==> src/stf_pkg.sv <==
package stf_pkg;

   // Default number of learned sensor ID slots.
   localparam int SENSOR_SLOTS_DEF = 4;

   // Field widths of one request and one result.
   localparam int MODE_W      = 2;
   localparam int ID_W        = 32;
   localparam int PKT_W       = 8;
   localparam int SLOT_W      = 2;
   localparam int EXT_TIME_W  = 64;
   localparam int TIME_W      = 32;
   localparam int GAP_W       = 16;
   localparam int ID_MSB_W    = 8;

   // Request tdata layout, lowest bit first.
   localparam int REQ_ID_LSB   = 0;
   localparam int REQ_PKT_LSB  = REQ_ID_LSB + ID_W;
   localparam int REQ_SLOT_LSB = REQ_PKT_LSB + PKT_W;
   localparam int REQ_EXT_LSB  = REQ_SLOT_LSB + SLOT_W;
   localparam int REQ_DEV_BIT  = REQ_EXT_LSB + EXT_TIME_W;
   localparam int REQ_LRN_BIT  = REQ_DEV_BIT + 1;
   localparam int REQ_USED_W   = REQ_LRN_BIT + 1;
   localparam int REQ_TDATA_W  = ((REQ_USED_W + 7) / 8) * 8;
   localparam int REQ_TUSER_W  = MODE_W;

   // Result tdata layout, lowest bit first.
   localparam int RSP_FWD_BIT   = 0;
   localparam int RSP_STAMP_LSB = 1;
   localparam int RSP_MATCH_BIT = RSP_STAMP_LSB + TIME_W;
   localparam int RSP_SLOT_LSB  = RSP_MATCH_BIT + 1;
   localparam int RSP_USED_W    = RSP_SLOT_LSB + SLOT_W;
   localparam int RSP_TDATA_W   = ((RSP_USED_W + 7) / 8) * 8;

   // Register write channel.
   localparam int CSR_INDEX_W = 2;
   localparam int CSR_DATA_W  = 16;

   typedef enum logic [MODE_W-1:0] {
      MODE_TICK     = 2'd0,
      MODE_SYNC     = 2'd1,
      MODE_TELEGRAM = 2'd2,
      MODE_LOAD_ID  = 2'd3
   } mode_type;

   typedef enum logic [CSR_INDEX_W-1:0] {
      CSR_ID_MSB_LOW  = 2'd0,
      CSR_ID_MSB_HIGH = 2'd1,
      CSR_MIN_GAP     = 2'd2
   } csr_index_type;

   typedef enum logic {
      ST_IDLE,
      ST_EXEC
   } state_type;

   // Commands from the controller to the datapath.
   typedef struct packed {
      logic capture;
      logic execute;
   } dp_cmd_type;

endpackage

==> src/stf_ctrl.sv <==
module stf_ctrl (
   input  logic               clock,
   input  logic               reset,
   input  logic               req_tvalid,
   output logic               req_tready,
   output logic               rsp_tvalid,
   input  logic               rsp_tready,
   output stf_pkg::dp_cmd_type cmd
);
   import stf_pkg::*;

   state_type state_ff, state_in;
   logic      rsp_valid_ff, rsp_valid_in;

   always_ff @(posedge clock) begin
      if (reset) begin
         state_ff     <= ST_IDLE;
         rsp_valid_ff <= 1'b0;
      end else begin
         state_ff     <= state_in;
         rsp_valid_ff <= rsp_valid_in;
      end
   end

   always_comb begin
      state_in    = state_ff;
      req_tready  = 1'b0;
      cmd.capture = 1'b0;
      cmd.execute = 1'b0;
      case (state_ff)
         ST_IDLE: begin
            req_tready = 1'b1;
            if (req_tvalid) begin
               cmd.capture = 1'b1;
               state_in    = ST_EXEC;
            end
         end
         ST_EXEC: begin
            // The item is worked off once the result register is free.
            if (!rsp_valid_ff || rsp_tready) begin
               cmd.execute = 1'b1;
               state_in    = ST_IDLE;
            end
         end
         default: state_in = ST_IDLE;
      endcase

      if (cmd.execute) begin
         rsp_valid_in = 1'b1;
      end else if (rsp_tready) begin
         rsp_valid_in = 1'b0;
      end else begin
         rsp_valid_in = rsp_valid_ff;
      end
   end

   assign rsp_tvalid = rsp_valid_ff;

endmodule

==> src/stf_dpath.sv <==
module stf_dpath #(
   parameter int SENSOR_SLOTS = stf_pkg::SENSOR_SLOTS_DEF
) (
   input  logic                             clock,
   input  logic                             reset,
   input  stf_pkg::dp_cmd_type              cmd,
   input  logic [stf_pkg::REQ_TDATA_W-1:0]  req_tdata,
   input  logic [stf_pkg::REQ_TUSER_W-1:0]  req_tuser,
   input  logic                             csr_wr_en,
   input  logic [stf_pkg::CSR_INDEX_W-1:0]  csr_index,
   input  logic [stf_pkg::CSR_DATA_W-1:0]   csr_data,
   output logic [stf_pkg::RSP_TDATA_W-1:0]  rsp_tdata
);
   import stf_pkg::*;

   localparam int IDX_W = (SENSOR_SLOTS > 1) ? $clog2(SENSOR_SLOTS) : 1;

   // Configuration registers.
   logic [ID_MSB_W-1:0] id_msb_low_ff, id_msb_high_ff;
   logic [GAP_W-1:0]    min_gap_ff;

   // Captured request.
   mode_type              in_mode_ff;
   logic [ID_W-1:0]       in_id_ff;
   logic [PKT_W-1:0]      in_pkt_ff;
   logic [SLOT_W-1:0]     in_slot_ff;
   logic [EXT_TIME_W-1:0] in_ext_ff;
   logic                  in_dev_ff;
   logic                  in_learn_ff;

   // Block state.
   logic [ID_W-1:0]       learned_id_ff     [SENSOR_SLOTS];
   logic [SENSOR_SLOTS-1:0] slot_valid_ff;
   logic [TIME_W-1:0]     slot_last_time_ff [SENSOR_SLOTS];
   logic [PKT_W-1:0]      slot_last_pkt_ff  [SENSOR_SLOTS];
   logic [TIME_W-1:0]     local_time_ff, local_time_in;
   logic [EXT_TIME_W-1:0] sync_base_ff, sync_base_in;
   logic                  sync_seen_ff, sync_seen_in;

   // Result register.
   logic                  rsp_fwd_ff, rsp_match_ff;
   logic [TIME_W-1:0]     rsp_stamp_ff;
   logic [SLOT_W-1:0]     rsp_slot_ff;

   // Working signals.
   logic [SENSOR_SLOTS-1:0] hit_vec;
   logic                  hit_any;
   logic [IDX_W-1:0]      hit_sel;
   logic [SLOT_W-1:0]     hit_slot2;
   logic [TIME_W-1:0]     limit;
   logic                  fresh, in_range, bypass;
   logic                  fwd_in, match_in, upd_en;
   logic [SLOT_W-1:0]     mslot_in;
   logic [EXT_TIME_W-1:0] sync_diff;

   always_ff @(posedge clock) begin
      if (reset) begin
         id_msb_low_ff  <= '0;
         id_msb_high_ff <= '1;
         min_gap_ff     <= '0;
      end else if (csr_wr_en) begin
         case (csr_index_type'(csr_index))
            CSR_ID_MSB_LOW:  id_msb_low_ff  <= csr_data[ID_MSB_W-1:0];
            CSR_ID_MSB_HIGH: id_msb_high_ff <= csr_data[ID_MSB_W-1:0];
            CSR_MIN_GAP:     min_gap_ff     <= csr_data[GAP_W-1:0];
            default: ;
         endcase
      end
   end

   always_ff @(posedge clock) begin
      if (cmd.capture) begin
         in_mode_ff  <= mode_type'(req_tuser[MODE_W-1:0]);
         in_id_ff    <= req_tdata[REQ_ID_LSB +: ID_W];
         in_pkt_ff   <= req_tdata[REQ_PKT_LSB +: PKT_W];
         in_slot_ff  <= req_tdata[REQ_SLOT_LSB +: SLOT_W];
         in_ext_ff   <= req_tdata[REQ_EXT_LSB +: EXT_TIME_W];
         in_dev_ff   <= req_tdata[REQ_DEV_BIT];
         in_learn_ff <= req_tdata[REQ_LRN_BIT];
      end
   end

   // Parallel ID compare; the lowest matching slot wins.
   always_comb begin
      hit_sel   = '0;
      hit_slot2 = '0;
      for (int i = 0; i < SENSOR_SLOTS; i++) begin
         hit_vec[i] = slot_valid_ff[i] && (learned_id_ff[i] == in_id_ff);
      end
      for (int i = SENSOR_SLOTS - 1; i >= 0; i--) begin
         if (hit_vec[i]) begin
            hit_sel   = IDX_W'(i);
            hit_slot2 = SLOT_W'(i);
         end
      end
      hit_any = |hit_vec;
   end

   assign limit    = slot_last_time_ff[hit_sel] + TIME_W'(min_gap_ff);
   assign fresh    = (local_time_ff > limit) || (in_pkt_ff != slot_last_pkt_ff[hit_sel]);
   assign in_range = (in_id_ff[ID_W-1 -: ID_MSB_W] >= id_msb_low_ff) &&
                     (in_id_ff[ID_W-1 -: ID_MSB_W] <= id_msb_high_ff);
   assign bypass   = in_dev_ff || !in_learn_ff;
   assign sync_diff = in_ext_ff - sync_base_ff;

   always_comb begin
      local_time_in = local_time_ff;
      sync_base_in  = sync_base_ff;
      sync_seen_in  = sync_seen_ff;
      fwd_in        = 1'b0;
      match_in      = 1'b0;
      mslot_in      = '0;
      upd_en        = 1'b0;
      case (in_mode_ff)
         MODE_TICK: local_time_in = local_time_ff + TIME_W'(1);
         MODE_SYNC: begin
            if (!sync_seen_ff) begin
               sync_seen_in  = 1'b1;
               sync_base_in  = in_ext_ff;
               local_time_in = '0;
            end else if (in_ext_ff > sync_base_ff) begin
               local_time_in = sync_diff[TIME_W-1:0];
            end
         end
         MODE_TELEGRAM: begin
            if (in_range) begin
               if (bypass) begin
                  fwd_in = 1'b1;
               end else if (hit_any) begin
                  match_in = 1'b1;
                  mslot_in = hit_slot2;
                  if (fresh) begin
                     fwd_in = 1'b1;
                     upd_en = 1'b1;
                  end
               end
            end
         end
         default: ;
      endcase
   end

   always_ff @(posedge clock) begin
      if (reset) begin
         local_time_ff <= '0;
         sync_base_ff  <= '0;
         sync_seen_ff  <= 1'b0;
      end else if (cmd.execute) begin
         local_time_ff <= local_time_in;
         sync_base_ff  <= sync_base_in;
         sync_seen_ff  <= sync_seen_in;
      end
   end

   for (genvar g = 0; g < SENSOR_SLOTS; g++) begin : g_slot
      always_ff @(posedge clock) begin
         if (reset) begin
            learned_id_ff[g]     <= '0;
            slot_valid_ff[g]     <= 1'b0;
            slot_last_time_ff[g] <= '0;
            slot_last_pkt_ff[g]  <= '1;
         end else if (cmd.execute) begin
            if (in_mode_ff == MODE_LOAD_ID && 32'(in_slot_ff) == g) begin
               learned_id_ff[g] <= in_id_ff;
               slot_valid_ff[g] <= 1'b1;
            end
            if (upd_en && 32'(hit_sel) == g) begin
               slot_last_time_ff[g] <= local_time_ff;
               slot_last_pkt_ff[g]  <= in_pkt_ff;
            end
         end
      end
   end

   always_ff @(posedge clock) begin
      if (cmd.execute) begin
         rsp_fwd_ff   <= fwd_in;
         rsp_stamp_ff <= local_time_in;
         rsp_match_ff <= match_in;
         rsp_slot_ff  <= mslot_in;
      end
   end

   always_comb begin
      rsp_tdata = '0;
      rsp_tdata[RSP_FWD_BIT]               = rsp_fwd_ff;
      rsp_tdata[RSP_STAMP_LSB +: TIME_W]   = rsp_stamp_ff;
      rsp_tdata[RSP_MATCH_BIT]             = rsp_match_ff;
      rsp_tdata[RSP_SLOT_LSB +: SLOT_W]    = rsp_slot_ff;
   end

endmodule

==> src/sensor_telegram_repeat_filter_unit.sv <==
// A request transfer loads the input register; the execute state then fills the result
// register once it is free, and the unit stalls there while a result waits.
// Items are taken one at a time: the controller steps through its capture (idle) state
// and its execute state for each item before it takes the next request.
// Reset (synchronous, active high) clears the slot table, local time, the sync base
// and the registers to their defaults, and empties the result register.
module sensor_telegram_repeat_filter_unit #(
   parameter int SENSOR_SLOTS = stf_pkg::SENSOR_SLOTS_DEF
) (
   input  logic                             clock,
   input  logic                             reset,
   // Request channel.
   input  logic                             req_tvalid,
   output logic                             req_tready,
   // tdata: sensor_id[31:0], packet_id[39:32], slot[41:40], external_time[105:42],
   //        developer_mode[106], autolearn_done[107], zero fill up to bit 111.
   input  logic [stf_pkg::REQ_TDATA_W-1:0]  req_tdata,
   // tuser: mode[1:0] (tick, sync, telegram, load learned ID).
   input  logic [stf_pkg::REQ_TUSER_W-1:0]  req_tuser,
   // Result channel.
   output logic                             rsp_tvalid,
   input  logic                             rsp_tready,
   // tdata: forwarded[0], stamp[32:1], matched[33], match_slot[35:34],
   //        zero fill up to bit 39.
   output logic [stf_pkg::RSP_TDATA_W-1:0]  rsp_tdata,
   // Register write channel; index 0 id_msb_low, 1 id_msb_high, 2 min_gap_ms.
   input  logic                             csr_valid,
   output logic                             csr_ready,
   input  logic [stf_pkg::CSR_INDEX_W-1:0]  csr_index,
   input  logic [stf_pkg::CSR_DATA_W-1:0]   csr_data
);
   import stf_pkg::*;

   dp_cmd_type cmd;

   // Register writes are always taken; writes to an unused index are dropped.
   assign csr_ready = 1'b1;

   // The controller sequences each item: a request transfer loads the input
   // register, then an execute step updates the state and fills the result
   // register as soon as the previous result has been transferred out.
   stf_ctrl u_ctrl (
      .clock      (clock),
      .reset      (reset),
      .req_tvalid (req_tvalid),
      .req_tready (req_tready),
      .rsp_tvalid (rsp_tvalid),
      .rsp_tready (rsp_tready),
      .cmd        (cmd)
   );

   // The datapath holds local time, the sync base, the slot table with its
   // parallel ID compare, the configuration registers and the result register.
   stf_dpath #(
      .SENSOR_SLOTS (SENSOR_SLOTS)
   ) u_dpath (
      .clock     (clock),
      .reset     (reset),
      .cmd       (cmd),
      .req_tdata (req_tdata),
      .req_tuser (req_tuser),
      .csr_wr_en (csr_valid & csr_ready),
      .csr_index (csr_index),
      .csr_data  (csr_data),
      .rsp_tdata (rsp_tdata)
   );

endmodule

==> config.mk <==
export PLATFORM = sky130hd
export DESIGN_NAME = sensor_telegram_repeat_filter_unit
export DESIGN_NICKNAME = d
export VERILOG_FILES = /design/src/stf_pkg.sv /design/src/stf_ctrl.sv /design/src/stf_dpath.sv /design/src/sensor_telegram_repeat_filter_unit.sv
export SDC_FILE = /design/constraint.sdc
export NUM_CORES = 1
export LEC_CHECK = 0
export BUFFER_PORTS_ARGS = -buffer_cell sky130_fd_sc_hd__buf_4
export CORE_MARGIN = 1
export CORE_UTILIZATION = 62
export CTS_CLUSTER_SIZE = 28
export DETAILED_ROUTE_END_ITERATION = 7
export PLACE_DENSITY = 0.81
export SYNTH_ARGS = -nofsm -noshare
export SYNTH_HDL_FRONTEND = slang
export SYNTH_HIERARCHICAL = 1
export SYNTH_SLANG_ARGS = --single-unit
==> constraint.sdc <==
create_clock -name clock -period 15 [get_ports clock]
set_clock_uncertainty 0.15 [all_clocks]
set_input_delay 3 -clock clock [delete_from_list [all_inputs] [get_ports clock]]
set_output_delay 3 -clock clock [all_outputs]
set_load 0.005 [all_outputs]
==> results of run 1 <==
-- power groups by stage --
stage               combinational, mW  sequential, mW  clock (mW)
global placement                0.304            1.85           0
finish                          0.322            1.83        1.45
floorplan                       0.221            1.83           0
CTS                             0.318            1.83        1.46
detailed placement              0.315            1.86           0
global route                    0.352            1.83        1.52
-- cell type report --
class | instances | area, um^2
antenna | 1 | 2.50
timing repair buffer | 208 | 1560
sequential | 569 | 15700
tap | 607 | 759
fill | 3375 | 13700
clock inverter | 30 | 354
clock buffer | 79 | 1550
inverter | 113 | 424
multi-input combinational | 1961 | 12700
-- per-stage QoR --
step	setup WS [ps]	cells
after floorplan	4560	2834
after global placement	4490	3458
after detailed placement	4190	3458
after CTS	4120	3567
after global routing	3400	3568
final	4020	3568
-- worst max-delay path, delay by kind of cell, from the launching register on --
kind	cells	cell delay (ps)
and+or+nand+nor	10	3250
xor gates and xnor gates	2	430
DFF	1	610
adders and majority gates	2	600
AOI/OAI and AO/OA	13	3590
buffers and inverters	4	1900
-- synth_stat cells, types with 5 or more instances --
master and number:
and3_1 51, inv_1 113, nand2_1 300, o21a_1 33
nor4_1 168, o21bai_1 15, a22oi_1 7, a21o_1 51
clkbuf_1 138, and2_1 105, buf_1 5, buf_6 7
o21ai_0 69, o211ai_1 14, a211oi_1 13, nand4b_1 9
nor2_1 182, nor3b_1 5, nor2b_1 9, nor4b_1 5
a311oi_1 5, dfxtp_1 135, o31ai_1 11, nor3_1 47
o221a_2 6, ha_1 129, o41ai_1 7, o22ai_1 34
o311ai_0 10, buf_4 17, xnor2_1 93, xor2_1 100
or2_2 5, or4_1 12, nand4_1 85, edfxtp_1 434
nand3_1 58, a31oi_1 15, or3_1 13, and4_1 9
a21oi_1 178, nand2b_1 15, buf_2 24
-- kinds of logic (layout without fill, tap and decap cells) --
logic type | count (synthesis) | count (layout)
XOR/XNOR | 193 | 193
buffers and inverters | 304 | 430
flip-flops | 569 | 569
multiplexers | 4 | 4
adder cells (fa/ha/maj) | 131 | 131
other | 2 | 6
AND/OR/NAND/NOR | 1108 | 1108
AO/OA/AOI/OAI | 520 | 520
-- routing by layer --
metal / vias up / wire length (um) / track usage
met5: - / 13 / 0
met4: 2 / 2820 / 0.132
met3: 190 / 6690 / 0.0528
met2: 1130 / 36700 / 0.520
met1: 11100 / 31800 / 0.437
li1: 10600 / - / -
-- final timing paths --
| check | end | depth (start not counted) | slack (ps) | startpoint |
|---|---|---|---|---|
| max | u_dpath/slot_last_time_ff[3][17] | 31 | 4020 | u_dpath/in_id_ff[8] |
| min | u_dpath/sync_base_ff[12] | 2 | 300 | u_dpath/sync_base_ff[12] |
| max reg2reg | u_dpath/slot_last_time_ff[3][17] | 31 | 4020 | u_dpath/in_id_ff[8] |
| min reg2reg | u_dpath/sync_base_ff[12] | 2 | 300 | u_dpath/sync_base_ff[12] |
-- cells in the final DEF (no fill, tap or decap), types with 7 or more instances in the layout --
cell	synthesis	final
a211oi_1	13	13
a21o_1	51	51
a21oi_1	178	178
a22oi_1	7	7
a31oi_1	15	15
and2_1	105	105
and3_1	51	51
and4_1	9	9
buf_4	17	208
clkbuf_1	138	20
clkbuf_16	0	59
clkinv_1	0	8
dfxtp_1	135	135
edfxtp_1	434	434
ha_1	129	129
inv_1	113	112
nand2_1	300	300
nand2b_1	15	15
nand3_1	58	55
nand4_1	85	85
nand4b_1	9	9
nor2_1	182	179
nor2b_1	9	9
nor3_1	47	47
nor4_1	168	168
o211ai_1	14	14
o21a_1	33	33
o21ai_0	69	66
o21bai_1	15	15
o22ai_1	34	34
o311ai_0	10	10
o41ai_1	7	7
or3_1	13	13
or4_1	12	12
xnor2_1	93	93
xor2_1	100	100
-- registers in the layout, summed over array words and instances, names as in the netlist, 16 cells and up --
| signal | flops |
|---|---|
| u_dpath/sync_base_ff | 64 |
| u_dpath/slot_last_pkt_ff | 32 |
| u_dpath/in_id_ff | 32 |
| u_dpath/learned_id_ff | 128 |
| u_dpath/slot_last_time_ff | 128 |
| u_dpath/local_time_ff | 32 |
| u_dpath/rsp_stamp_ff | 32 |
| u_dpath/min_gap_ff | 16 |
| u_dpath/in_ext_ff | 64 |
==> flow_summary.json, run 1 <==
{
  "rsz0062_at_grt": "no",
  "hpwlAfterDp_mm": 52.4,
  "synthArstFlopShare": 0,
  "grt_pass1_wl_mm": 122,
  "maxCapViolations": 0,
  "muxShareOfSynthArea": 0.00135,
  "clkSlewWorstSetupHoldPaths_ps": 60,
  "viasPerCell": 6.44,
  "postCtsSetupBuffers": 0,
  "syn_area_per_cell_um2": 10.5,
  "drtAntennaViolNets": 0,
  "end_kind": "flip-flop",
  "status": "finished with violations",
  "drc": 5,
  "coreArea_um2": 46900,
  "power_density_nw_per_um2": 109,
  "hold_viol": 0,
  "cts_sinks": 569,
  "finalNetCount": 3180,
  "tns_ps": 0,
  "synth_fa_ha_area_frac": 0.0559,
  "synth_edf_count": 434,
  "clkPwrFrac": 0.403,
  "antenna_found_initial": 5,
  "yosys_warnings": 6,
  "clock_tree.root_cell": "clkbuf_16",
  "cts_resized": 0,
  "hp-class": "flip-flop to flip-flop",
  "die_h_um": 221,
  "placed_area_um2": 31200,
  "synthTopCellsByArea": "edfxtp_1 44%, dfxtp_1 9.1%, ha_1 5.5%, nand2_1 3.8%, nor4_1 3.5%",
  "cts_made_buffers": 59,
  "ys_types": 88,
  "syn_area_um2": 29600,
  "synth_top_family_by_area": "simple AND/OR/NAND/NOR gates",
  "grt_pass1_vias": 22800,
  "fin_crit_ps": 10980,
  "fin_area_um2": 33100,
  "crit_type": "flip-flop to flip-flop",
  "worstSkewPairLatency_ps": 660,
  "start_util": 0.632,
  "finalCritPeriodShare": 0.732,
  "seq_area_frac_synth": 0.531,
  "yosysTopAreaCell": "edfxtp_1",
  "finalSetupViolations": 0,
  "p_comb_frac": 0.089,
  "crit_path_start_kind": "flip-flop",
  "seqPwrFrac": 0.508,
  "fp.dieW_um": 221,
  "rows": 79,
  "numPortBuffers": 170,
  "power.internal_mw": 2.71,
  "critPathMaxFanout": 78,
  "ctsLongestPathBuffers": 3,
  "finalPower_mw": 3.60,
  "syn_inst": 2831,
  "tightest_slew_ps": 1190,
  "fmax_ghz": 0.0911,
  "synth_xor_area_frac": 0.0571,
  "hold_ws_ps": 304,
  "die_area_um2": 48600,
  "cpPeakStageDelay_ps": 720,
  "gp_congestion": 0.946,
  "cp_slowest_cell": "nand3_1",
  "grt_start_max_net_pins": 81,
  "cts_tree": "yes",
  "first_iter_violations": 2558,
  "synth-seq-cells": 569,
  "p_leak_nw": 11.9,
  "worstPathRequired_ps": 15170,
  "fin_util": 0.707,
  "slew_violations": 0,
  "synthSimpleGateAreaFrac": 0.197,
  "yosysTopAreaCellShare": 0.440,
  "slew_headroom": 0.201,
  "area_growth_pct": 11.8,
  "netSwitchingFraction": 0.245,
  "synth_ff_type": "edfxtp_1",
  "routedWlPerCell_um": 21.9,
  "arrival_ps": 11150,
  "htreeDepth": 2,
  "ir_drop_mv": 0.105,
  "route.vias.total": 23000,
  "switchingPower_uw": 883,
  "drt_first_pass_iters": 8,
  "io_pins": 180,
  "holdBufCountCts": 0,
  "violations": "DRC",
  "crit_top_cell": "buf_4",
  "grtUsageTotal": 0.323,
  "wl_mm": 78.0,
  "gr-total-overflow": 0,
  "drive_above_1_share": 0.114,
  "synth_compound_area_frac": 0.114
}
Power figures use the tool's default switching activity.
==> run 2: changes to the inputs <==
Settings changed: ABC_AREA from default to 1, CORE_UTILIZATION 62 to 56, PLACE_DENSITY 0.81 to 0.77.
Clock period 15 ns to 9.15 ns, I/O delays scaled along.
==> run 2 against run 1 <==
Against the previous run:
- the flow now finishes without violations
- worst setup slack got worse by 3300 ps
- combinational power increased by 110%
- highest routed layer unchanged
- critical path depth rose by 13
- worst hold slack gained 3.2 ps
- first-iteration DRC count is 11% lower
==> flow_summary.json, run 2 <==
{
  "finalNetCount": 3611,
  "wl_mm": 77.4,
  "grt_start_max_net_pins": 117,
  "area_growth_pct": 12.3,
  "switchingPower_mw": 1.56,
  "power.internal_mw": 4.52,
  "hold_ws_ps": 307,
  "gr-total-overflow": 0,
  "drt_first_pass_iters": 6,
  "hpwlAfterDp_mm": 53.7,
  "crit_path_start_kind": "flip-flop",
  "syn_area_um2": 29300,
  "hold_viol": 0,
  "status": "completed",
  "r2r_slack_ps": 720,
  "rows": 83,
  "first_iter_violations": 2287,
  "placed_area_um2": 31000,
  "yosys_warnings": 6,
  "p_leak_nw": 13.4,
  "clkSlewWorstSetupHoldPaths_ps": 60,
  "drc": 0,
  "cts_tree": "yes",
  "cts_made_buffers": 59,
  "fin_crit_ps": 8430,
  "synth_ff_type": "edfxtp_1",
  "fmax_ghz": 0.119,
  "syn_area_per_cell_um2": 9.17,
  "clkPwrFrac": 0.392,
  "layout_common_cells": "512 x nor2_1, 510 x nand2_1, 434 x edfxtp_1, 362 x inv_1, 220 x o21ai_0",
  "synth-seq-cells": 569,
  "power_density_nw_per_um2": 184,
  "start_util": 0.569,
  "grt_pass1_vias": 22700,
  "synth_top_cells_by_count": "513 x nor2_1, 512 x nand2_1, 434 x edfxtp_1",
  "die_area_um2": 53300,
  "finalCritPeriodShare": 0.921,
  "worstPathRequired_ps": 9340,
  "holdBufCountCts": 0,
  "crit_type": "flip-flop to flip-flop",
  "pre_cts_slack_ps": 725,
  "htreeDepth": 2,
  "yosysTopAreaCellShare": 0.444,
  "fin_area_um2": 32900,
  "io_pins": 180,
  "netSwitchingFraction": 0.257,
  "numPortBuffers": 170,
  "synth_most_common_cell": "nor2_1",
  "fp.dieW_um": 231,
  "synthArstFlopShare": 0,
  "hp-class": "flip-flop to flip-flop",
  "arrival_ps": 8620,
  "slew_headroom": 0.233,
  "placed_cells": 3962,
  "fin_ws_ps": 721,
  "tightest_slew_ps": 1150,
  "routedWlPerCell_um": 19.0,
  "drtAntennaViolNets": 0,
  "syn_inst": 3198,
  "cp_top_family": "simple AND/OR/NAND/NOR gates",
  "rsz0062_at_grt": "no",
  "layoutNonFillerInstCount": 4075,
  "p_comb_frac": 0.113,
  "yosysTopAreaCell": "edfxtp_1",
  "finalPower_mw": 6.08,
  "seqPwrFrac": 0.495,
  "route.vias.total": 23300,
  "worst-path-buf-inv": 5,
  "end_kind": "flip-flop",
  "cts_sinks": 569,
  "tns_ps": 0,
  "slew_violations": 0,
  "synth_edf_count": 434,
  "die_h_um": 231,
  "worstSkewPairLatency_ps": 630,
  "critPathMaxFanout": 37,
  "cpPeakStageDelay_ps": 700,
  "finalSetupViolations": 0,
  "gp_congestion": 0.944,
  "grt_pass1_wl_mm": 122,
  "largest_registers": "u_dpath/learned_id_ff x128, u_dpath/slot_last_time_ff x128",
  "fin_util": 0.640,
  "coreArea_um2": 51500,
  "viasPerCell": 5.71,
  "maxCapViolations": 0,
  "final_common_cell": "nor2_1",
  "ctsLongestPathBuffers": 3,
  "cp_slowest_cell": "edfxtp_1",
  "grtUsageTotal": 0.291,
  "ir_drop_mv": 0.162,
  "ys_types": 65,
  "antenna_found_initial": 1,
  "synthTopCellsByArea": "edfxtp_1 44%, dfxtp_1 9.2%, nor2_1 6.6%, nand2_1 6.6%, ha_1 5.5%",
  "seq_area_frac_synth": 0.536,
  "drive_above_1_share": 0.121,
  "crit_top_cell": "nand2_1",
  "clock_tree.root_cell": "clkbuf_16"
}
==> run 2: changes by cell type after synthesis, moves of 37 or more <==
cell | before | now
xnor2_1 | 93 | 48
and2_1 | 105 | 1
and3_1 | 51 | 1
nor4_1 | 168 | 7
xor2_1 | 100 | 39
nand2_1 | 300 | 512
a21o_1 | 51 | 4
nor2_1 | 182 | 513
inv_2 | 0 | 37
clkbuf_1 | 138 | 63
o21ai_0 | 69 | 221
inv_1 | 113 | 362
==> run 2: power groups by stage <==
| stage | clock [mW] | sequential, mW | combinational, mW |
|---|---|---|---|
| 2_1_floorplan | 0 | 3.03 | 0.447 |
| 3_3_place_gp | 0 | 3.05 | 0.651 |
| 3_5_place_dp | 0 | 3.06 | 0.675 |
| 4_1_cts | 2.42 | 3.00 | 0.680 |
| 5_1_grt | 2.52 | 3.02 | 0.764 |
| 6_report | 2.38 | 3.01 | 0.688 |
==> run 2: timing repair <==
item                       4_1_cts  5_1_grt
gates resized for setup          0        1
buffers inserted                 0        0
setup endpoints to repair        0      262
hold endpoints to repair         0        0
==> run 2: logic make-up after synthesis <==
group | Yosys count | share of synthesized area
flops | 569 | 0.536
compound gates | 546 | 0.102
simple gates | 1342 | 0.203
xor+xnor | 87 | 0.0260
buf+inv | 521 | 0.0763
fa+ha+maj | 131 | 0.0564
other cells | 2 | 0.000256
==> run 2: worst paths after layout <==
check | depth (start not counted) | to | startpoint
min | 2 | u_dpath/sync_base_ff[13] | u_dpath/sync_base_ff[13]
max | 44 | u_dpath/slot_last_time_ff[2][10] | u_dpath/in_id_ff[27]
max reg2reg | 44 | u_dpath/slot_last_time_ff[2][10] | u_dpath/in_id_ff[27]
min reg2reg | 2 | u_dpath/sync_base_ff[13] | u_dpath/sync_base_ff[13]
==> run 2: per-layer routing <==
layer  GRT usage  vias to the layer above  part of all wire  wire length (um)
met4       0.117                        2             0.036              2800
met1       0.381                    11000              0.40             31300
met5           0                        -           0.00026                20
met3      0.0420                      179             0.083              6440
met2       0.486                     1060              0.48             36800
li1            -                    11000                 -                 -
==> run 2: area by class of cell <==
type                    instances  area, um^2
diodes                          1        2.50
clock buffers                  80        1660
repair buffers                193        1490
well taps                     680         851
clock inverters                32         287
fillers                      4183       18600
flip-flops and latches        569       15700
inverters                     409        1540
multi-input cells            2111       11400
==> run 2: worst reg2reg max path, delay by kind of cell (launching register included) <==
family / cells / cell delay [ps]
fa+ha+maj: 3 / 910
buf+inv: 5 / 620
flops: 1 / 700
compound gates: 7 / 1750
simple gates: 29 / 3960
